===== config.mk =====
export PLATFORM = sky130hd
export DESIGN_NAME = udp_ipv4_frame_header_builder
export DESIGN_NICKNAME = d
export VERILOG_FILES = /design/src/design/udphb_pkg.sv /design/src/design/udphb_cfg.sv /design/src/design/udphb_build.sv /design/src/design/udphb_ser.sv /design/src/design/udp_ipv4_frame_header_builder.sv
export SDC_FILE = /design/constraint.sdc
export NUM_CORES = 1
export LEC_CHECK = 0
export ABC_CLOCK_PERIOD_IN_PS = 12900
export BUFFER_PORTS_ARGS = -buffer_cell sky130_fd_sc_hd__buf_2
export CORE_AREA = 3 3 235 237
export CTS_CLUSTER_SIZE = 16
export DETAILED_ROUTE_END_ITERATION = 7
export DIE_AREA = 0 0 238 240
export PLACE_DENSITY_LB_ADDON = 0.2
export SYNTH_ARGS = -nofsm -noshare
export SYNTH_HDL_FRONTEND = slang
export SYNTH_HIERARCHICAL = 1
export SYNTH_SLANG_ARGS = --single-unit

===== constraint.sdc =====
create_clock -name clk -period 12.9 [get_ports clk]
set_clock_uncertainty 0.1 [all_clocks]
set_input_delay 1.935 -clock clk [delete_from_list [all_inputs] [get_ports clk]]
set_output_delay 1.935 -clock clk [all_outputs]
set_load 0.05 [all_outputs]

===== src/design/udphb_pkg.sv =====
// ----------------------------------------------------------------------------
// udphb_pkg
// Shared types and constants for the Ethernet/IPv4/UDP header builder.
// ----------------------------------------------------------------------------
`default_nettype none

package udphb_pkg;

  // frame geometry
  localparam int HDR_BYTES = 42;
  localparam int FRAME_W   = HDR_BYTES * 8;
  localparam int CNT_W     = $clog2(HDR_BYTES);
  localparam logic [CNT_W-1:0] LAST_IDX = CNT_W'(HDR_BYTES - 1);

  // frame limit, compared against payload length plus header
  localparam logic [16:0] MAX_FRAME    = 17'd4096;
  localparam logic [16:0] HDR_LEN_EXT  = 17'(HDR_BYTES);
  localparam logic [15:0] IP_UDP_BYTES = 16'd28;
  localparam logic [15:0] UDP_BYTES    = 16'd8;

  // fixed header fields
  localparam logic [15:0] ETHERTYPE_IPV4 = 16'h0800;
  localparam logic [7:0]  VER_IHL        = 8'h45;
  localparam logic [7:0]  PROTO_UDP      = 8'd17;

  // configuration port
  localparam int CFG_IDX_W  = 8;
  localparam int CFG_DATA_W = 48;
  localparam logic [CFG_IDX_W-1:0] CFG_OWN_MAC  = 8'd0;
  localparam logic [CFG_IDX_W-1:0] CFG_PEER_MAC = 8'd1;
  localparam logic [CFG_IDX_W-1:0] CFG_OWN_IP   = 8'd2;
  localparam logic [CFG_IDX_W-1:0] CFG_TTL      = 8'd3;

  // register reset values
  localparam logic [47:0] OWN_MAC_RST  = 48'h5254_0012_3456;
  localparam logic [47:0] PEER_MAC_RST = 48'h5255_0A00_0202;
  localparam logic [31:0] OWN_IP_RST   = 32'h0A00_020F;
  localparam logic [7:0]  TTL_RST      = 8'd100;

  typedef struct packed {
    logic [47:0] own_mac;
    logic [47:0] peer_mac;
    logic [31:0] own_ip;
    logic [7:0]  ttl;
  } cfg_t;

  typedef struct packed {
    logic [15:0] source_port;
    logic [31:0] dst_ip;
    logic [15:0] dst_port;
    logic [15:0] data_len;
  } req_t;

endpackage

`default_nettype wire


===== src/design/udphb_cfg.sv =====
// ----------------------------------------------------------------------------
// udphb_cfg
// Configuration register file: MAC addresses, local IP and TTL.
// ----------------------------------------------------------------------------
`default_nettype none

module udphb_cfg (
  input  wire logic                             clk,
  input  wire logic                             rst_n,
  input  wire logic                             cfg_valid,
  output logic                                  cfg_ready,
  input  wire logic [udphb_pkg::CFG_IDX_W-1:0]  cfg_index,
  input  wire logic [udphb_pkg::CFG_DATA_W-1:0] cfg_data,
  output udphb_pkg::cfg_t                       cfg
);
  import udphb_pkg::*;

  cfg_t cfg_r;
  cfg_t cfg_nxt;

  // writes are always accepted
  assign cfg_ready = 1'b1;

  // register decode, unknown indexes ignored
  always_comb begin
    cfg_nxt = cfg_r;
    if (cfg_valid) begin
      unique case (cfg_index)
        CFG_OWN_MAC:  cfg_nxt.own_mac  = cfg_data;
        CFG_PEER_MAC: cfg_nxt.peer_mac = cfg_data;
        CFG_OWN_IP:   cfg_nxt.own_ip   = cfg_data[31:0];
        CFG_TTL:      cfg_nxt.ttl      = cfg_data[7:0];
        default:      cfg_nxt          = cfg_r;
      endcase
    end
  end

  always_ff @(posedge clk) begin
    if (!rst_n) begin
      cfg_r.own_mac  <= OWN_MAC_RST;
      cfg_r.peer_mac <= PEER_MAC_RST;
      cfg_r.own_ip   <= OWN_IP_RST;
      cfg_r.ttl      <= TTL_RST;
    end else begin
      cfg_r <= cfg_nxt;
    end
  end

  assign cfg = cfg_r;

endmodule

`default_nettype wire


===== src/design/udphb_build.sv =====
// ----------------------------------------------------------------------------
// udphb_build
// Assembles the 42-byte header from a request and the configuration,
// including the IPv4 header checksum, and flags oversized frames.
// ----------------------------------------------------------------------------
`default_nettype none

module udphb_build (
  input  wire udphb_pkg::req_t               req,
  input  wire udphb_pkg::cfg_t               cfg,
  output logic [udphb_pkg::FRAME_W-1:0]      frame,
  output logic                               too_big
);
  import udphb_pkg::*;

  logic [15:0] tot_len;
  logic [15:0] udp_len;
  logic [19:0] sum;
  logic [16:0] fold1;
  logic [15:0] fold2;
  logic [15:0] csum;

  // frame limit check
  assign too_big = ({1'b0, req.data_len} + HDR_LEN_EXT) > MAX_FRAME;

  // length fields
  assign tot_len = req.data_len + IP_UDP_BYTES;
  assign udp_len = req.data_len + UDP_BYTES;

  // ones'-complement sum of the ten ip header words, checksum word as zero
  assign sum = 20'({VER_IHL, 8'h00}) + 20'(tot_len)
             + 20'({cfg.ttl, PROTO_UDP})
             + 20'(cfg.own_ip[31:16]) + 20'(cfg.own_ip[15:0])
             + 20'(req.dst_ip[31:16]) + 20'(req.dst_ip[15:0]);

  // fold carries back in twice
  assign fold1 = 17'(sum[15:0]) + 17'(sum[19:16]);
  assign fold2 = fold1[15:0] + 16'(fold1[16]);
  assign csum  = ~fold2;

  // header in wire order, first byte in the top bits
  assign frame = {cfg.peer_mac, cfg.own_mac, ETHERTYPE_IPV4,
                  VER_IHL, 8'h00, tot_len, 16'h0000, 16'h0000,
                  cfg.ttl, PROTO_UDP, csum, cfg.own_ip, req.dst_ip,
                  req.source_port, req.dst_port, udp_len, 16'h0000};

endmodule

`default_nettype wire


===== src/design/udphb_ser.sv =====
// ----------------------------------------------------------------------------
// udphb_ser
// Header shift register: emits one byte per cycle, marks the final byte,
// and emits a single flagged byte for a rejected request.
// ----------------------------------------------------------------------------
`default_nettype none

module udphb_ser (
  input  wire logic                          clk,
  input  wire logic                          rst_n,
  input  wire logic                          load,
  input  wire logic [udphb_pkg::FRAME_W-1:0] frame,
  input  wire logic                          reject,
  output logic                               can_load,
  output logic                               out_strobe,
  output logic [7:0]                         out_header_byte,
  output logic                               out_last,
  output logic                               out_rejected
);
  import udphb_pkg::*;

  logic               active_r, active_nxt;
  logic               rej_r, rej_nxt;
  logic [CNT_W-1:0]   cnt_r, cnt_nxt;
  logic [FRAME_W-1:0] frame_r, frame_nxt;

  // outputs straight from the shift register
  assign out_strobe      = active_r;
  assign out_header_byte = frame_r[FRAME_W-1 -: 8];
  assign out_last        = active_r && (rej_r || (cnt_r == LAST_IDX));
  assign out_rejected    = active_r && rej_r;

  // next request may load in the cycle the final byte is shown
  assign can_load = !active_r || out_last;

  always_comb begin
    active_nxt = active_r;
    rej_nxt    = rej_r;
    cnt_nxt    = cnt_r;
    frame_nxt  = frame_r;
    priority if (load) begin
      active_nxt = 1'b1;
      rej_nxt    = reject;
      cnt_nxt    = '0;
      frame_nxt  = reject ? '0 : frame;
    end else if (active_r && !out_last) begin
      cnt_nxt   = cnt_r + CNT_W'(1);
      frame_nxt = {frame_r[FRAME_W-9:0], 8'h00};
    end else begin
      active_nxt = 1'b0;
    end
  end

  always_ff @(posedge clk) begin
    if (!rst_n) begin
      active_r <= 1'b0;
      rej_r    <= 1'b0;
      cnt_r    <= '0;
    end else begin
      active_r <= active_nxt;
      rej_r    <= rej_nxt;
      cnt_r    <= cnt_nxt;
    end
  end

  // header shift register, no reset
  always_ff @(posedge clk) begin
    frame_r <= frame_nxt;
  end

  // a header run continues until its final byte
  a_run_continues: assert property (@(posedge clk) disable iff (!rst_n)
    out_strobe && !out_last |=> out_strobe)
    else $error("header run broke off before its final byte");

  // rejections are a single zero byte
  a_reject_single: assert property (@(posedge clk) disable iff (!rst_n)
    out_rejected |-> out_last && (out_header_byte == 8'h00))
    else $error("rejected request not a single zero byte");

  // byte counter stays within the header
  a_cnt_range: assert property (@(posedge clk) disable iff (!rst_n)
    active_r |-> (cnt_r <= LAST_IDX))
    else $error("byte counter past end of header");

endmodule

`default_nettype wire


===== src/design/udp_ipv4_frame_header_builder.sv =====
// ----------------------------------------------------------------------------
// udp_ipv4_frame_header_builder
// Builds the Ethernet + IPv4 + UDP header for a send request and streams it
// out one byte per cycle in network byte order.
// ----------------------------------------------------------------------------
// A request is taken when start is high and busy is low. An accepted request
// produces 42 header bytes on consecutive cycles, each marked by out_strobe
// for exactly one cycle, with out_last on the final byte; a request whose
// payload plus 42 bytes exceeds 4096 produces one byte of zero with
// out_last and out_rejected set. The receiver cannot stall the output. An
// accepted request is registered in the input register and then loaded into
// the byte shift register, which drives the outputs. One request is
// held in the input register while the previous header drains from the
// byte shift register, so headers follow one another with no gap and
// rejected requests can follow one every cycle; the header rate is set by
// the byte-wide output. Configuration writes are taken every cycle (cfg_ready
// is always high) and are to be made only while no header is pending.
// ----------------------------------------------------------------------------
`default_nettype none

module udp_ipv4_frame_header_builder (
  input  wire logic                             clk,
  input  wire logic                             rst_n,
  // request channel
  input  wire logic                             start,
  output logic                                  busy,
  input  wire logic [15:0]                      in_source_port,
  input  wire logic [31:0]                      in_dst_ip,
  input  wire logic [15:0]                      in_dst_port,
  input  wire logic [15:0]                      in_data_len,
  // result channel
  output logic                                  out_strobe,
  output logic [7:0]                            out_header_byte,
  output logic                                  out_last,
  output logic                                  out_rejected,
  // configuration port
  input  wire logic                             cfg_valid,
  output logic                                  cfg_ready,
  input  wire logic [udphb_pkg::CFG_IDX_W-1:0]  cfg_index,
  input  wire logic [udphb_pkg::CFG_DATA_W-1:0] cfg_data
);
  import udphb_pkg::*;

  cfg_t               cfg;
  req_t               req_r, req_nxt;
  logic               req_v_r, req_v_nxt;
  logic               accept;
  logic               ser_can_load;
  logic               load;
  logic [FRAME_W-1:0] frame;
  logic               too_big;

  // configuration registers
  udphb_cfg u_cfg (
    .clk       (clk),
    .rst_n     (rst_n),
    .cfg_valid (cfg_valid),
    .cfg_ready (cfg_ready),
    .cfg_index (cfg_index),
    .cfg_data  (cfg_data),
    .cfg       (cfg)
  );

  // request handshake and input register
  assign load   = req_v_r && ser_can_load;
  assign busy   = req_v_r && !ser_can_load;
  assign accept = start && !busy;

  always_comb begin
    req_v_nxt = req_v_r;
    req_nxt   = req_r;
    priority if (accept) begin
      req_v_nxt           = 1'b1;
      req_nxt.source_port = in_source_port;
      req_nxt.dst_ip      = in_dst_ip;
      req_nxt.dst_port    = in_dst_port;
      req_nxt.data_len    = in_data_len;
    end else begin
      req_v_nxt = req_v_r && !load;
    end
  end

  always_ff @(posedge clk) begin
    if (!rst_n) begin
      req_v_r <= 1'b0;
    end else begin
      req_v_r <= req_v_nxt;
    end
  end

  always_ff @(posedge clk) begin
    req_r <= req_nxt;
  end

  // header assembly and checksum
  udphb_build u_build (
    .req     (req_r),
    .cfg     (cfg),
    .frame   (frame),
    .too_big (too_big)
  );

  // byte serializer
  udphb_ser u_ser (
    .clk             (clk),
    .rst_n           (rst_n),
    .load            (load),
    .frame           (frame),
    .reject          (too_big),
    .can_load        (ser_can_load),
    .out_strobe      (out_strobe),
    .out_header_byte (out_header_byte),
    .out_last        (out_last),
    .out_rejected    (out_rejected)
  );

  // an accepted request is held until the serializer takes it
  a_accept_held: assert property (@(posedge clk) disable iff (!rst_n)
    accept |=> req_v_r)
    else $error("accepted request not registered");

  // a handed-off request starts a run on the next cycle
  a_load_emits: assert property (@(posedge clk) disable iff (!rst_n)
    load |=> out_strobe)
    else $error("loaded request produced no output");

  // busy only while a request waits on the serializer
  a_busy_pending: assert property (@(posedge clk) disable iff (!rst_n)
    busy |-> req_v_r && out_strobe && !out_last)
    else $error("busy without a pending request");

endmodule

`default_nettype wire

* Yosys cells after proc, flatten, opt, wreduce, memory -nomap -nowiden
Cells that the tools add are included.
W data, S select, Z words.
** Storage, ports and cells
- Logic and storage cells :: 60
- Bits in registers :: 561
** Operators by class
- Order comparisons :: 1
- Equality and inequality tests :: 5
- Reductions and logical operators :: 21
- Add/sub/neg operators :: 12
- Bitwise gates (word level) :: 2
- Mux-type cells :: 6
** Operators by type and width (count)
- $mux W336 :: 3
- $add A20 B16 Y20 :: 5
- $add A15 B16 Y17 const A :: 1
- $add A16 B4 Y17 :: 1
- $add A16 B6 Y17 const B :: 1
- $gt A17 B13 Y1 const B :: 1
- $add A16 B1 Y16 :: 1
- $add A16 B4 Y16 const B :: 1
- $add A16 B5 Y16 const B :: 1
- $eq A8 B2 Y1 const B :: 2
- $not A16 Y16 :: 1
- $eq A8 B1 Y1 const B :: 1
- $logic_not A8 Y1 :: 1
- $reduce_and A2 Y1 :: 4
- $logic_and A1 B1 Y1 :: 7
- $add A6 B1 Y6 const B :: 1
- $eq A6 B6 Y1 const B :: 1
- $logic_not A1 Y1 :: 5
- $mux W1 :: 3
- $logic_or A1 B1 Y1 :: 2
- $ne A2 B2 Y1 const B :: 1
- $reduce_bool A2 Y1 :: 1
- $reduce_or A2 Y1 :: 1
- $not A1 Y1 :: 1

* Logic depth before layout (Yosys ltp)
- Depth after elaboration :: 12
- Mapped depth :: 44
- Gate-level depth less buffers :: 43

* Modules after synthesis
The synthesis kept the hierarchy.
** By module, submodules not included
- udphb_ser :: cells an instance 1460, area each 15130.8 um^2, instances 1
- udphb_build :: cells an instance 785, area each 6301.0 um^2, instances 1
- udphb_cfg :: cells an instance 518, area each 5307.6 um^2, instances 1
- udp_ipv4_frame_header_builder :: cells an instance 85, area each 2456.1 um^2, instances 1

* Least setup slack after synthesis
No wires, ideal clock.
- Path type :: register -> register
- From :: register u_ser.cnt_r[0]
- To :: register u_ser.frame_r[0] (enable)
- Setup slack :: 2.276 ns
- Arrival :: 9.764 ns
- Required time :: 12.040 ns
- Setup time :: 0.760 ns
- Cell stages (with the launch flop) :: 10
- Period minus slack after synthesis :: 10.624 ns
- Path through :: dfxtp_1 > ha_1 > and4bb_2 > a21oi_2 > inv_1 > and2_1 > buf_2 > buf_2 > clkbuf_1 > nand2b_1
** Between the ends
- Longest elaborated chain between the ends :: 6
** RTL lines
- start: declaration :: RTL line udphb_ser.sv:24 : logic [CNT_W-1:0] cnt_r, cnt_nxt;
- start signal: assignment :: RTL line udphb_ser.sv:62 : cnt_r <= cnt_nxt;
- $eq A6 B6 Y1 :: RTL line udphb_ser.sv:30 : assign out_last = active_r && (rej_r || (cnt_r == LAST_IDX));
- $logic_or A1 B1 Y1 :: RTL line udphb_ser.sv:30
- $logic_and A1 B1 Y1 :: RTL line udphb_ser.sv:30
- $logic_or A1 B1 Y1 :: RTL line udphb_ser.sv:34 : assign can_load = !active_r || out_last;
- via ser_can_load :: RTL line udp_ipv4_frame_header_builder.sv:48 : logic ser_can_load;
- $logic_and A1 B1 Y1 :: RTL line udp_ipv4_frame_header_builder.sv:65 : assign load = req_v_r && ser_can_load;
- via load :: RTL line udp_ipv4_frame_header_builder.sv:49 : logic load;
- $reduce_bool A2 Y1 (no source line)
- end signal: assignment :: RTL line udphb_ser.sv:68 : frame_r <= frame_nxt;
- end: declaration :: RTL line udphb_ser.sv:25 : logic [FRAME_W-1:0] frame_r, frame_nxt;
The timed path passes the listed nets, and every way through them passes these cells.
A chain may end at the register's enable or synchronous reset.

* Worst setup path after layout
- From :: register req_r[4] (netlist name)
- To :: register u_ser.frame_r[142] (data pin)
** Between the ends
- Longest elaborated chain between the ends :: 12
** RTL lines
- start: declaration :: RTL line udp_ipv4_frame_header_builder.sv:45 : req_t req_r, req_nxt;
- start signal: assignment :: RTL line udp_ipv4_frame_header_builder.sv:92 : req_r <= req_nxt;
- $add A16 B5 Y16 :: RTL line udphb_build.sv:27 : assign tot_len = req.data_len + IP_UDP_BYTES;
- via frame[201] :: RTL line udp_ipv4_frame_header_builder.sv:50 : logic [FRAME_W-1:0] frame;
- $add A15 B16 Y17 :: RTL line udphb_build.sv:31 : assign sum = 20'({VER_IHL, 8'h00}) + 20'(tot_len)
- $add A20 B16 Y20 :: RTL line udphb_build.sv:32 : + 20'({cfg.ttl, PROTO_UDP})
- $add A20 B16 Y20 (2 in a row) :: RTL line udphb_build.sv:33 : + 20'(cfg.own_ip[31:16]) + 20'(cfg.own_ip[15:0])
- $add A20 B16 Y20 (2 in a row) :: RTL line udphb_build.sv:34 : + 20'(req.dst_ip[31:16]) + 20'(req.dst_ip[15:0]);
- $add A16 B4 Y17 :: RTL line udphb_build.sv:37 : assign fold1 = 17'(sum[15:0]) + 17'(sum[19:16]);
- $add A16 B1 Y16 :: RTL line udphb_build.sv:38 : assign fold2 = fold1[15:0] + 16'(fold1[16]);
- $not A16 Y16 :: RTL line udphb_build.sv:39 : assign csum = ~fold2;
- via frame[142] :: RTL line udp_ipv4_frame_header_builder.sv:50
- $mux W336 :: RTL line udphb_ser.sv:45 : frame_nxt = reject ? '0 : frame;
- $mux W336 :: RTL line udphb_ser.sv:41 : priority if (load) begin
- via u_ser.frame_nxt[142] :: RTL line udphb_ser.sv:25
The timed path passes the listed nets, and every way through them passes these cells.

==> results.cfg <==
[placed_design]
io_buffers = 151
dp.final_hpwl_um = 44100
gp_congestion = 0.889
placed_cell_count = 3366

[worst_setup_path]
criticalPathCategory = reg2reg
startpoint_class_of_the_critical_path = flop
cp_common_cell = ha_1
critical_path_at_ps = 9620
path_max_fanout = 8
cpPeakStageDelay_ps = 540
critPathSlowestCell = edfxtp_1
critical_path_required_ps = 13100
end_kind = flop

[sta]
worst_rel_slew_slack = 0.236
final-setup-viol-count = 0
setup_repair_after_global_routing_missed_its_margin = no
sum_of_negative_setup_slack_ps = 0
fmaxAchievable_ghz = 0.106
finalCritPeriodShare = 0.730
period_needed_ps = 9420
tightest_pin_transition_ps = 1150
report.final.hold_viol_count = 0
final_count_of_pins_violating_max_slew = 0

[clock_tree]
cts.hold.buffers_added = 0
cts_root_buf = clkbuf_16
post_cts.resized_instances = 0
cts.sink_count = 561
htree_num_levels = 2
clock_latency_ps = 640
postCtsSetupRepairBufs = 0
cts_buffer_count = 59
clock_path_buffers = 3
cts_tree = done
cts.clk_slew.worst_paths_ps = 60

[drt]
vias = 17900
drt.antenna.violating_nets = 0
post-route-drc-count = 0
wirelength_um = 63800
route.detailed.wl_per_inst_um = 18.4
firstDrtPassIters = 5
drt_iter0_markers = 1527
vias_per_cell = 5.16

[floorplanning]
num_io_pins = 153
die_width_um = 238
placement_rows = 85
fp.coreArea_um2 = 53500
initial_core_util = 0.546
die_h_um = 240
die-area_um2 = 57100

[logic_synthesis]
yosysMostFrequentCell = nand2_1
synth-main-ff-cell = edfxtp_1
synth_async_sr_flop_share = 0
count_of_flip_flops_with_a_built_in_enable_after_synthesis = 416
synth_largest_type_area_fraction = 0.428
yosysWarningCount = 6
synthTopCellsByCount = nand2_1 (497), edfxtp_1 (416), inv_1 (395), buf_4 (307), o21ai_0 (271)
ys_seq_elements = 561
ys_seq_area_frac = 0.527
synth_top_area_cell = edfxtp_1
syn_avg_cell_area_um2 = 10.3
synthDistinctLibCells = 85
yosys-top-cells-area = edfxtp_1 (43%), dfxtp_1 (9.9%), buf_4 (7.9%)
synthesis.instances = 2848
synthesis.area_um2 = 29200

[layout]
final_cells = 3471
layout-area-overhead-vs-synth_pct = 3.37
share_of_cells_above_drive_strength_1 = 0.102
antenna_cells_inserted = 0
number_of_nets_at_the_end_of_the_flow = 2976

[power]
switchingPower_w = 0.00132
vdd.ir_drop.worst_uv = 121
p_int_w = 0.00336
pwr-share-comb = 0.192
sequentialPowerShare = 0.462
power_switching_share = 0.282
power_leakage_nw = 12.1
clock_power_frac = 0.345
powerDensity_nw_per_um2 = 155

[global_route]
grt.total_usage = 0.223
number_of_global_route_vias_before_repair = 17500
initial_antenna_violation_count = 1
grt_start_max_net_pins = 195
grt_overflow = 0
grt_pass1_wl_um = 98400

[min_path]
hold_path.class = reg2reg

[outcome]
status = completed

[job]
cap_viol_max_count = 0
registers in the layout, indices dropped and copies added (netlist names):
register and flops:
u_cfg/cfg 136, u_ser/frame_r 336, req_r 80, u_ser/cnt_r 6
u_ser/out_strobe 1, u_ser/rej_r 1, req_v_r 1
power groups by stage:
stage	Sequential, W	Combinational (W)	Clock [W]
finish	0.00217	0.000902	0.00162
CTS	0.00217	0.000901	0.00166
detailed placement	0.00220	0.000895	0
floorplan	0.00223	0.000703	0
global placement	0.00220	0.000886	0
global route	0.00218	0.00100	0.00173
cell type report:
type	count	area, um^2
multi-input cells	1549	9700
clock inverters	26	219
repair buffers	165	880
well taps	696	871
flip-flops and latches	561	15400
clock buffers	79	1630
inverters	395	1480
fillers	4558	23300
final timing paths:
kind	startpoint	end	slack, ps	depth (start not counted)
hold / removal	u_cfg/cfg[88]	u_cfg/cfg[88]	360	2
hold reg to reg	u_cfg/cfg[88]	u_cfg/cfg[88]	360	2
setup / recovery	req_r[4]	u_ser/frame_r[142]	3480	43
setup reg to reg	req_r[4]	u_ser/frame_r[142]	3480	43
layout by cell type (no fill, tap or decap), drive strengths merged, types with 10 or more instances in the layout:
master  synthesis  routed
nand2         498     498
fa             48      48
mux2i         138     138
xnor2          48      48
nor2b          70      70
clkbuf         67      79
conb            3      89
ha             57      57
clkinv          0      20
a21oi          35      35
inv           395     398
nor3           10      10
and2           10      10
o21ai         344     344
nor2           33      33
dfxtp         145     145
nand3          19      19
buf           362     165
xor2           23      23
edfxtp        416     416
or3            10      10
cells by family after synthesis:
group / Yosys count / synth area share
compound gates: 440 / 0.0837
xor+xnor: 71 / 0.0222
fa+ha+maj: 105 / 0.0573
buf+inv: 824 / 0.153
flops: 561 / 0.527
mux: 140 / 0.0481
other cells: 3 / 0.000386
simple gates: 704 / 0.108
routing by layer:
metal / share of wire / global-route usage / vias up
met1: 0.46 / 0.323 / 8598
li1: - / - / 8709
met3: 0.058 / 0.0352 / 106
met4: 0.034 / 0.0852 / 0
met5: 0 / 0 / -
met2: 0.45 / 0.341 / 496
per-stage QoR:
step	total power (W)	util	cell area (um^2)	setup WS, ps	hold WS, ps
floorplan	0.00293	-	29500	2280	335
global placement	0.00309	0.530	28300	3710	342
detailed placement	0.00310	0.530	28300	3570	347
CTS	0.00473	0.564	30200	3510	359
global route	0.00491	0.564	30200	2510	370
finish	0.00469	0.564	30200	3480	358
worst max-delay path: cells and delay by family (launching register included):
| kind | cells | cell delay [ps] |
|---|---|---|
| AND/OR/NAND/NOR | 16 | 3110 |
| adder cells (fa/ha/maj) | 9 | 2620 |
| AO/OA/AOI/OAI | 10 | 1720 |
| XOR/XNOR | 4 | 700 |
| flip-flops | 1 | 540 |
| buffers and inverters | 4 | 320 |
(Power assumes the default switching activity.)
